`config.mk`:
```
export PLATFORM = sky130hd
export DESIGN_NAME = vcrp_regs
export DESIGN_NICKNAME = d
export VERILOG_FILES = /design/src/hdl/vcrp_pkg.sv /design/src/hdl/vcrp_regs.sv
export SDC_FILE = /design/constraint.sdc
export NUM_CORES = 1
export LEC_CHECK = 0
export ABC_CLOCK_PERIOD_IN_PS = 3700
export BUFFER_PORTS_ARGS = -buffer_cell sky130_fd_sc_hd__clkbuf_2
export CAP_MARGIN = 10
export CORE_UTILIZATION = 59
export CTS_CLUSTER_SIZE = 25
export DETAILED_ROUTE_END_ITERATION = 10
export GPL_TIMING_DRIVEN = 0
export PLACE_DENSITY_LB_ADDON = 0.15
export SETUP_SLACK_MARGIN = 0.2
export SLEW_MARGIN = 20
export SYNTH_ARGS = -nofsm -noshare
export SYNTH_HDL_FRONTEND = slang
export SYNTH_SLANG_ARGS = --single-unit
export TNS_END_PERCENT = 50
```
`constraint.sdc`:
```
create_clock -name clk -period 3.7 [get_ports clk]
set_input_delay 0.185 -clock clk [delete_from_list [all_inputs] [get_ports clk]]
set_output_delay 0.185 -clock clk [all_outputs]
set_load 0.02 [all_outputs]
```
`src/hdl/vcrp_pkg.sv`:
```
// Shared types and constants for the video controller register port.
// No dependencies.
`default_nettype none
package vcrp_pkg;

  typedef enum logic [1:0] {
    OP_READ  = 2'd0,
    OP_WRITE = 2'd1,
    OP_VSYNC = 2'd2,
    OP_LINE  = 2'd3
  } op_t;

  typedef enum logic [1:0] {
    PH_SYNC    = 2'd0,
    PH_START   = 2'd1,
    PH_DISPLAY = 2'd2,
    PH_END     = 2'd3
  } phase_t;

  localparam logic [4:0] REG_MAWR = 5'h00;
  localparam logic [4:0] REG_MARR = 5'h01;
  localparam logic [4:0] REG_VRWR = 5'h02;
  localparam logic [4:0] REG_CR   = 5'h05;
  localparam logic [4:0] REG_RCR  = 5'h06;
  localparam logic [4:0] REG_VPR  = 5'h0C;
  localparam logic [4:0] REG_VDW  = 5'h0D;
  localparam logic [4:0] REG_VCR  = 5'h0E;
  localparam logic [4:0] REG_DCR  = 5'h0F;

  localparam logic [5:0] IRQ_RASTER = 6'h04;
  localparam logic [5:0] IRQ_VBLANK = 6'h20;

  localparam logic [9:0] RASTER_RELOAD = 10'd64;

  typedef struct packed {
    logic wr_en;
    logic rd_en;
  } vram_req_t;

endpackage
`default_nettype wire

```
`src/hdl/vcrp_regs.sv`:
```
// Register file, address counters, interrupt and vertical timing logic of the port.
// Depends on vcrp_pkg; drives the request side of vcrp_vram.
`default_nettype none
module vcrp_regs #(
  parameter int VRAM_ADDR_BITS = 15
) (
  input  wire logic                      clk,
  input  wire logic                      rst_n,
  input  wire logic                      accept,
  input  wire logic [1:0]                opcode,
  input  wire logic [1:0]                port,
  input  wire logic [7:0]                wdata,
  input  wire logic [15:0]               vram_rdata,
  output vcrp_pkg::vram_req_t            vram_req,
  output logic      [VRAM_ADDR_BITS-1:0] vram_addr,
  output logic      [15:0]               vram_wdata,
  output logic                           fetch_busy,
  output logic      [7:0]                res_rdata,
  output logic                           res_irq_line,
  output logic                           res_in_display
);
  import vcrp_pkg::*;

  logic [4:0]  sel_r, sel_nxt;
  logic [15:0] wa_r, wa_nxt;
  logic [15:0] ra_r, ra_nxt;
  logic [15:0] rl_r, rl_nxt;
  logic [15:0] wl_r, wl_nxt;
  logic [7:0]  step_r, step_nxt;
  logic [5:0]  en_r, en_nxt;
  logic [5:0]  pend_r, pend_nxt;
  logic [9:0]  rcmp_r, rcmp_nxt;
  logic [4:0]  vsw_r, vsw_nxt;
  logic [7:0]  vds_r, vds_nxt;
  logic [8:0]  vdw_r, vdw_nxt;
  logic [7:0]  vde_r, vde_nxt;
  phase_t      ph_r, ph_nxt;
  logic [9:0]  lo_r, lo_nxt;
  logic [9:0]  rc_r, rc_nxt;
  logic        fetch_r, fetch_nxt;

  logic        hi;
  logic        fetch;
  logic        store;
  logic [15:0] fetch_addr;
  logic [9:0]  lo_inc;

  function automatic logic [15:0] set_byte(input logic [15:0] w, input logic h,
                                           input logic [7:0] b);
    set_byte = h ? {b, w[7:0]} : {w[15:8], b};
  endfunction

  always_comb begin
    sel_nxt = sel_r;   wa_nxt = wa_r;     ra_nxt = ra_r;     rl_nxt = rl_r;
    wl_nxt = wl_r;     step_nxt = step_r; en_nxt = en_r;     pend_nxt = pend_r;
    rcmp_nxt = rcmp_r; vsw_nxt = vsw_r;   vds_nxt = vds_r;   vdw_nxt = vdw_r;
    vde_nxt = vde_r;   ph_nxt = ph_r;     lo_nxt = lo_r;     rc_nxt = rc_r;
    fetch_nxt = 1'b0;
    hi = port[0];
    fetch = 1'b0;
    store = 1'b0;
    fetch_addr = ra_r;
    lo_inc = lo_r + 10'd1;
    res_rdata = '0;

    // land the refill from the previous beat
    if (fetch_r) begin
      rl_nxt = vram_rdata;
    end

    if (accept) begin
      case (op_t'(opcode))
        OP_READ: begin
          if (!port[1]) begin
            if (!hi) begin
              res_rdata = {2'b00, pend_r};
              pend_nxt = '0;
            end
          end else if (sel_r == REG_VRWR) begin
            res_rdata = hi ? rl_r[15:8] : rl_r[7:0];
            if (hi) begin
              ra_nxt = ra_r + {8'h00, step_r};
              fetch = 1'b1;
              fetch_addr = ra_nxt;
            end
          end
        end
        OP_WRITE: begin
          if (!port[1]) begin
            if (!hi) sel_nxt = wdata[4:0];
          end else begin
            case (sel_r)
              REG_MAWR: wa_nxt = set_byte(wa_r, hi, wdata);
              REG_MARR: begin
                ra_nxt = set_byte(ra_r, hi, wdata);
                fetch = 1'b1;
                fetch_addr = ra_nxt;
              end
              REG_VRWR: begin
                wl_nxt = set_byte(wl_r, hi, wdata);
                if (hi) begin
                  store = !wa_r[15];
                  wa_nxt = wa_r + {8'h00, step_r};
                end
              end
              REG_CR: begin
                if (!hi) begin
                  en_nxt = (en_r & 6'h18) | {wdata[3], 2'b00, wdata[2:0]};
                end else begin
                  case (wdata[4:3])
                    2'd0:    step_nxt = 8'h01;
                    2'd1:    step_nxt = 8'h20;
                    2'd2:    step_nxt = 8'h40;
                    default: step_nxt = 8'h80;
                  endcase
                end
              end
              REG_RCR: begin
                if (!hi) rcmp_nxt = {rcmp_r[9:8], wdata};
                else     rcmp_nxt = {wdata[1:0], rcmp_r[7:0]};
              end
              REG_VPR: begin
                if (!hi) vsw_nxt = wdata[4:0];
                else     vds_nxt = wdata;
              end
              REG_VDW: begin
                if (!hi) vdw_nxt = {vdw_r[8], wdata};
                else     vdw_nxt = {wdata[0], vdw_r[7:0]};
              end
              REG_VCR: begin
                if (!hi) vde_nxt = wdata;
              end
              REG_DCR: begin
                if (!hi) en_nxt = (en_r & 6'h27) | {1'b0, wdata[1:0], 3'b000};
              end
              default: ;
            endcase
          end
        end
        OP_VSYNC: begin
          ph_nxt = PH_SYNC;
          lo_nxt = '0;
        end
        default: begin
          if (rc_r == rcmp_r) pend_nxt = pend_nxt | (IRQ_RASTER & en_r);
          rc_nxt = rc_r + 10'd1;
          lo_nxt = lo_inc;
          unique case (ph_r)
            PH_SYNC: begin
              if (lo_inc == {5'd0, vsw_r} + 10'd1) begin
                ph_nxt = PH_START;
                lo_nxt = '0;
              end
            end
            PH_START: begin
              if (lo_inc == {2'd0, vds_r}) begin
                ph_nxt = PH_DISPLAY;
                lo_nxt = '0;
                rc_nxt = RASTER_RELOAD;
              end
            end
            PH_DISPLAY: begin
              if (lo_inc == {1'b0, vdw_r} + 10'd1) begin
                ph_nxt = PH_END;
                lo_nxt = '0;
                pend_nxt = pend_nxt | (IRQ_VBLANK & en_r);
              end
            end
            default: begin
              if (lo_inc == {2'd0, vde_r}) begin
                ph_nxt = PH_SYNC;
                lo_nxt = '0;
              end
            end
          endcase
        end
      endcase
    end

    // high half of the address space reads as zero without touching memory
    if (fetch) begin
      if (fetch_addr[15]) rl_nxt = '0;
      else                fetch_nxt = 1'b1;
    end

    vram_req.wr_en = store;
    vram_req.rd_en = fetch && !fetch_addr[15];
    vram_addr      = store ? wa_r[VRAM_ADDR_BITS-1:0] : fetch_addr[VRAM_ADDR_BITS-1:0];
    vram_wdata     = wl_nxt;

    res_irq_line   = |(pend_nxt & en_nxt);
    res_in_display = (ph_nxt == PH_DISPLAY);
  end

  assign fetch_busy = fetch_r;

  always_ff @(posedge clk) begin
    if (!rst_n) begin
      sel_r <= '0;  wa_r <= '0;   ra_r <= '0;   rl_r <= '0;   wl_r <= '0;
      step_r <= '0; en_r <= '0;   pend_r <= '0; rcmp_r <= '0; vsw_r <= '0;
      vds_r <= '0;  vdw_r <= '0;  vde_r <= '0;  ph_r <= PH_SYNC;
      lo_r <= '0;   rc_r <= '0;   fetch_r <= 1'b0;
    end else begin
      sel_r <= sel_nxt;   wa_r <= wa_nxt;     ra_r <= ra_nxt;     rl_r <= rl_nxt;
      wl_r <= wl_nxt;     step_r <= step_nxt; en_r <= en_nxt;     pend_r <= pend_nxt;
      rcmp_r <= rcmp_nxt; vsw_r <= vsw_nxt;   vds_r <= vds_nxt;   vdw_r <= vdw_nxt;
      vde_r <= vde_nxt;   ph_r <= ph_nxt;     lo_r <= lo_nxt;     rc_r <= rc_nxt;
      fetch_r <= fetch_nxt;
    end
  end

endmodule
`default_nettype wire

```
==> impl_metrics.csv <==
group,metric,value,unit
drt,drc,0,
die,top_level_ports,75,
synth,synth_area,0.00846,sq mm
drt,drt_iter0_markers,812,
grt,grt_pass1_wl,38900,microns
worst_setup_path,start_kind,"primary input",
synth,synth-main-ff-cell,"dfxtp_1",
grt,track_usage,34.3,%
timing,clock.fmax,291,MHz
drt,wire_per_inst,18.6,microns
min_path,hold_path.class,"in2reg",
placement,gp_congestion,0.938,
synth,syn-num-nets,1088,
status,status,"complete, but fails checks",
timing,tightest_slew,1.12,ns
cells_and_area,final_cells,1326,
die,initial_core_util,60.7,%
worst_setup_path,critical_path_arrival,3.25,ns
die,core,0.0139,sq mm
synth,synth-edff-count,0,
grt,gr-total-overflow,0,
drt,vias,8149,
power,vdd_ir_drop_max,0.000358,V
power,p_leak,3.98,nW
drt,firstDrtPassIters,5,
clock_tree,root_buffer,"clkbuf_16",
timing,period_share,92.7,%
worst_setup_path,crit_type,"in2out",
drt,vias_per_cell,6.15,
grt,grt_max_degree,17,
cells_and_area,antennaDiodeCount,0,
die,die_h,122,microns
timing,timing.hold.ws,-0.00238,ns
clock_tree,numCtsBuffers,17,
synth,syn_avg_cell_area,8.14,sq um
drt,final_antenna_net_count,0,
synth,yosys-top-cells-area,"dfxtp_1, mux2i_1, nor2_1",
synth,async_reset_ff_share,0,%
synth,synth_top_area_share,35.0,%
grt,antenna_found_initial,0,
cells_and_area,layout-drive-gt1-share,15.8,%
clock_tree,insertion_delay,0.43,ns
synth,ys_ff_latch,148,
timing,final_max_slew_viol_count,0,
timing,hold_viol,2,
timing,finalSetupViolCount,0,
worst_setup_path,regToRegSetupSlack,0.53,ns
timing,rsz0062_at_grt,"true",
die,dieArea,0.0148,sq mm
timing,fin_crit,3.43,ns
status,violations,"negative hold slack",
flow_run,drv_cap,0,
power,power_density,372,mW/mm^2
placement,hpwl,17100,microns
clock_tree,cts_sinks,148,
power,total_power,3.67,mW
cells_and_area,fill_cells,1124,
timing,tns,0,ns
synth,synth_area_leader_cell,"dfxtp_1",
worst_setup_path,max_stage_delay,0.39,ns
synth,yosysUniqueCellTypes,66,
timing,slew_headroom,25.0,%
die,placement_rows,43,
clock_tree,clockBufferDepth,2,
synth,syn_inst,1039,
worst_setup_path,cpMaxStageDelayCell,"mux2_2",
drt,wl,24700,microns
worst_setup_path,crit_required,3.51,ns
clock_tree,cts_tree,"done",
synth,yosysWarnings,0,
cells_and_area,areaGrowthSynthToFinish,16.5,%
timing,skew,0.00767,ns
cells_and_area,nNetsFinal,1183,
grt,grt_pass1_vias,7431,
synth,yosysSeqAreaShare,35.0,%
worst_setup_path,crit_top_cell,"clkbuf_2",
clock_tree,clk_pin_slew_worst_paths,0.06,ns
worst_setup_path,crit_path_end_kind,"output port",
worst_setup_path,worstPathCellList,"clkbuf_2, inv_1, ha_1, and2_1, clkbuf_2, nand2_1, nor2_2, nand3_1, nor3_1, mux2_2, a221o_1, a221o_1, clkbuf_2",
die,fp.dieW,122,microns
placement,port_buffers,71,
worst_setup_path,crit_fanout,10,
clock_tree,cts.htree.levels,4,
placement,dp.cells,1290,
[worst max-delay path: cells and delay by family]
| kind | cells | cell delay [ns] |
|---|---|---|
| muxes | 1 | 0.39 |
| adders and majority gates | 1 | 0.32 |
| and+or+nand+nor | 5 | 1.09 |
| AOI/OAI and AO/OA | 2 | 0.63 |
| buffers and inverters | 4 | 0.61 |
[stage by stage]
step / cell area [sq um] / setup slack [ns] / util (%) / hold WS (ns)
2_1_floorplan: 8460 / 0.641 / - / 0.332
3_3_place_gp: 9040 / -0.0518 / 64.9 / 0.422
3_5_place_dp: 9040 / -0.0232 / 64.9 / 0.438
4_1_cts: 9740 / 0.193 / 69.9 / 0.00287
5_1_grt: 9850 / 0.151 / 70.7 / 0.000751
6_report: 9850 / 0.268 / 70.7 / -0.00238
[sequential cells by signal, summed over array words and instances, names as in the netlist]
| register | count |
|---|---|
| vde_r | 8 |
| wa_r | 16 |
| vds_r | 8 |
| vdw_r | 9 |
| rc_r | 10 |
| wl_r | 16 |
| en_r | 6 |
| ra_r | 16 |
| vsw_r | 5 |
| fetch_busy | 1 |
| rl_r | 16 |
| step_r | 4 |
| rcmp_r | 10 |
| pend_r | 6 |
| sel_r | 5 |
| lo_r | 10 |
| ph_r | 2 |
[cell families (layout without fill, tap and decap cells)]
logic type,count (synthesis),after routing,synth area share [%]
flops,148,148,35.0
simple gates,422,422,24.0
buf+inv,87,194,4.10
mux,90,90,11.0
xor+xnor,68,68,7.69
compound gates,206,206,15.6
fa+ha+maj,18,18,2.66
[path summary, 6_finish.rpt]
kind,from,endpoint,depth (start not counted)
max reg2reg,sel_r[1],rl_r[12],10
min reg2reg,vde_r[5],vde_r[5],2
max,opcode[1],res_irq_line,13
min,vram_rdata[8],rl_r[8],3
[cells in the mapped netlist (10+ instances only)]
cell	n
clkbuf_1	49
mux2i_1	67
and3_1	16
ha_1	18
inv_1	27
xor2_1	34
nor3b_1	11
nand4_1	15
nand3_1	39
dfxtp_1	148
o22ai_1	10
nor3_1	25
nand2_1	91
a211oi_1	11
mux2_2	23
o21ai_0	36
xnor2_1	30
and2_1	31
a21oi_1	76
nor2_1	154
[cell type report]
class	instances	area, sq um	area share [%]
Multi-Input combinational cell	804	5270	53.5
Sequential cell	148	2970	30.1
Clock buffer	23	478	4.85
Timing Repair Buffer	76	395	4.01
Buffer	59	256	2.60
Tap cell	180	225	2.29
Clock inverter	8	149	1.51
Inverter	28	105	1.07
[layout by cell type, fill, tap and decap left out, types with 7 or more instances in the layout]
master and instances:
dfxtp_1 144, nand2_1 90, xnor2_1 29, clkbuf_2 77, xor2_1 33, buf_4 9, a21oi_1 75, nor3b_1 10
ha_1 17, o21ai_0 35, mux2_2 23, mux2i_1 67, clkbuf_1 44, and2_1 31, a211oi_1 10, and3_1 16
inv_1 26, a31oi_1 9, o22ai_1 10, nor2_1 153, nor3_1 23, nand3_1 37, clkbuf_16 17, nand4_1 15
a22o_1 7
[layer usage]
metal / global-route usage, % / up-vias / share of wire (%)
met5: 0 / - / 0
met4: 19.4 / 0 / 4.8
met3: 6.84 / 85 / 6.5
met2: 55.3 / 354 / 46
met1: 42.8 / 3850 / 42
li1: - / 3860 / -
[repair_timing]
item / CTS / global route
resized for setup: 18 / 28
setup buffers: 0 / 5
cloned: 0 / 0
endpoints found under the setup margin: 8 / 17
pin swaps: 0 / 6
hold buffers: 0 / 0
[power by group]
| group | internal (mW) | switching, mW |
|---|---|---|
| Combinational | 0.0600 | 0.150 |
| Sequential | 1.60 | 0.00758 |
| Clock | 1.18 | 0.673 |
| Total | 2.84 | 0.831 |
Power figures use the tool's default switching activity.
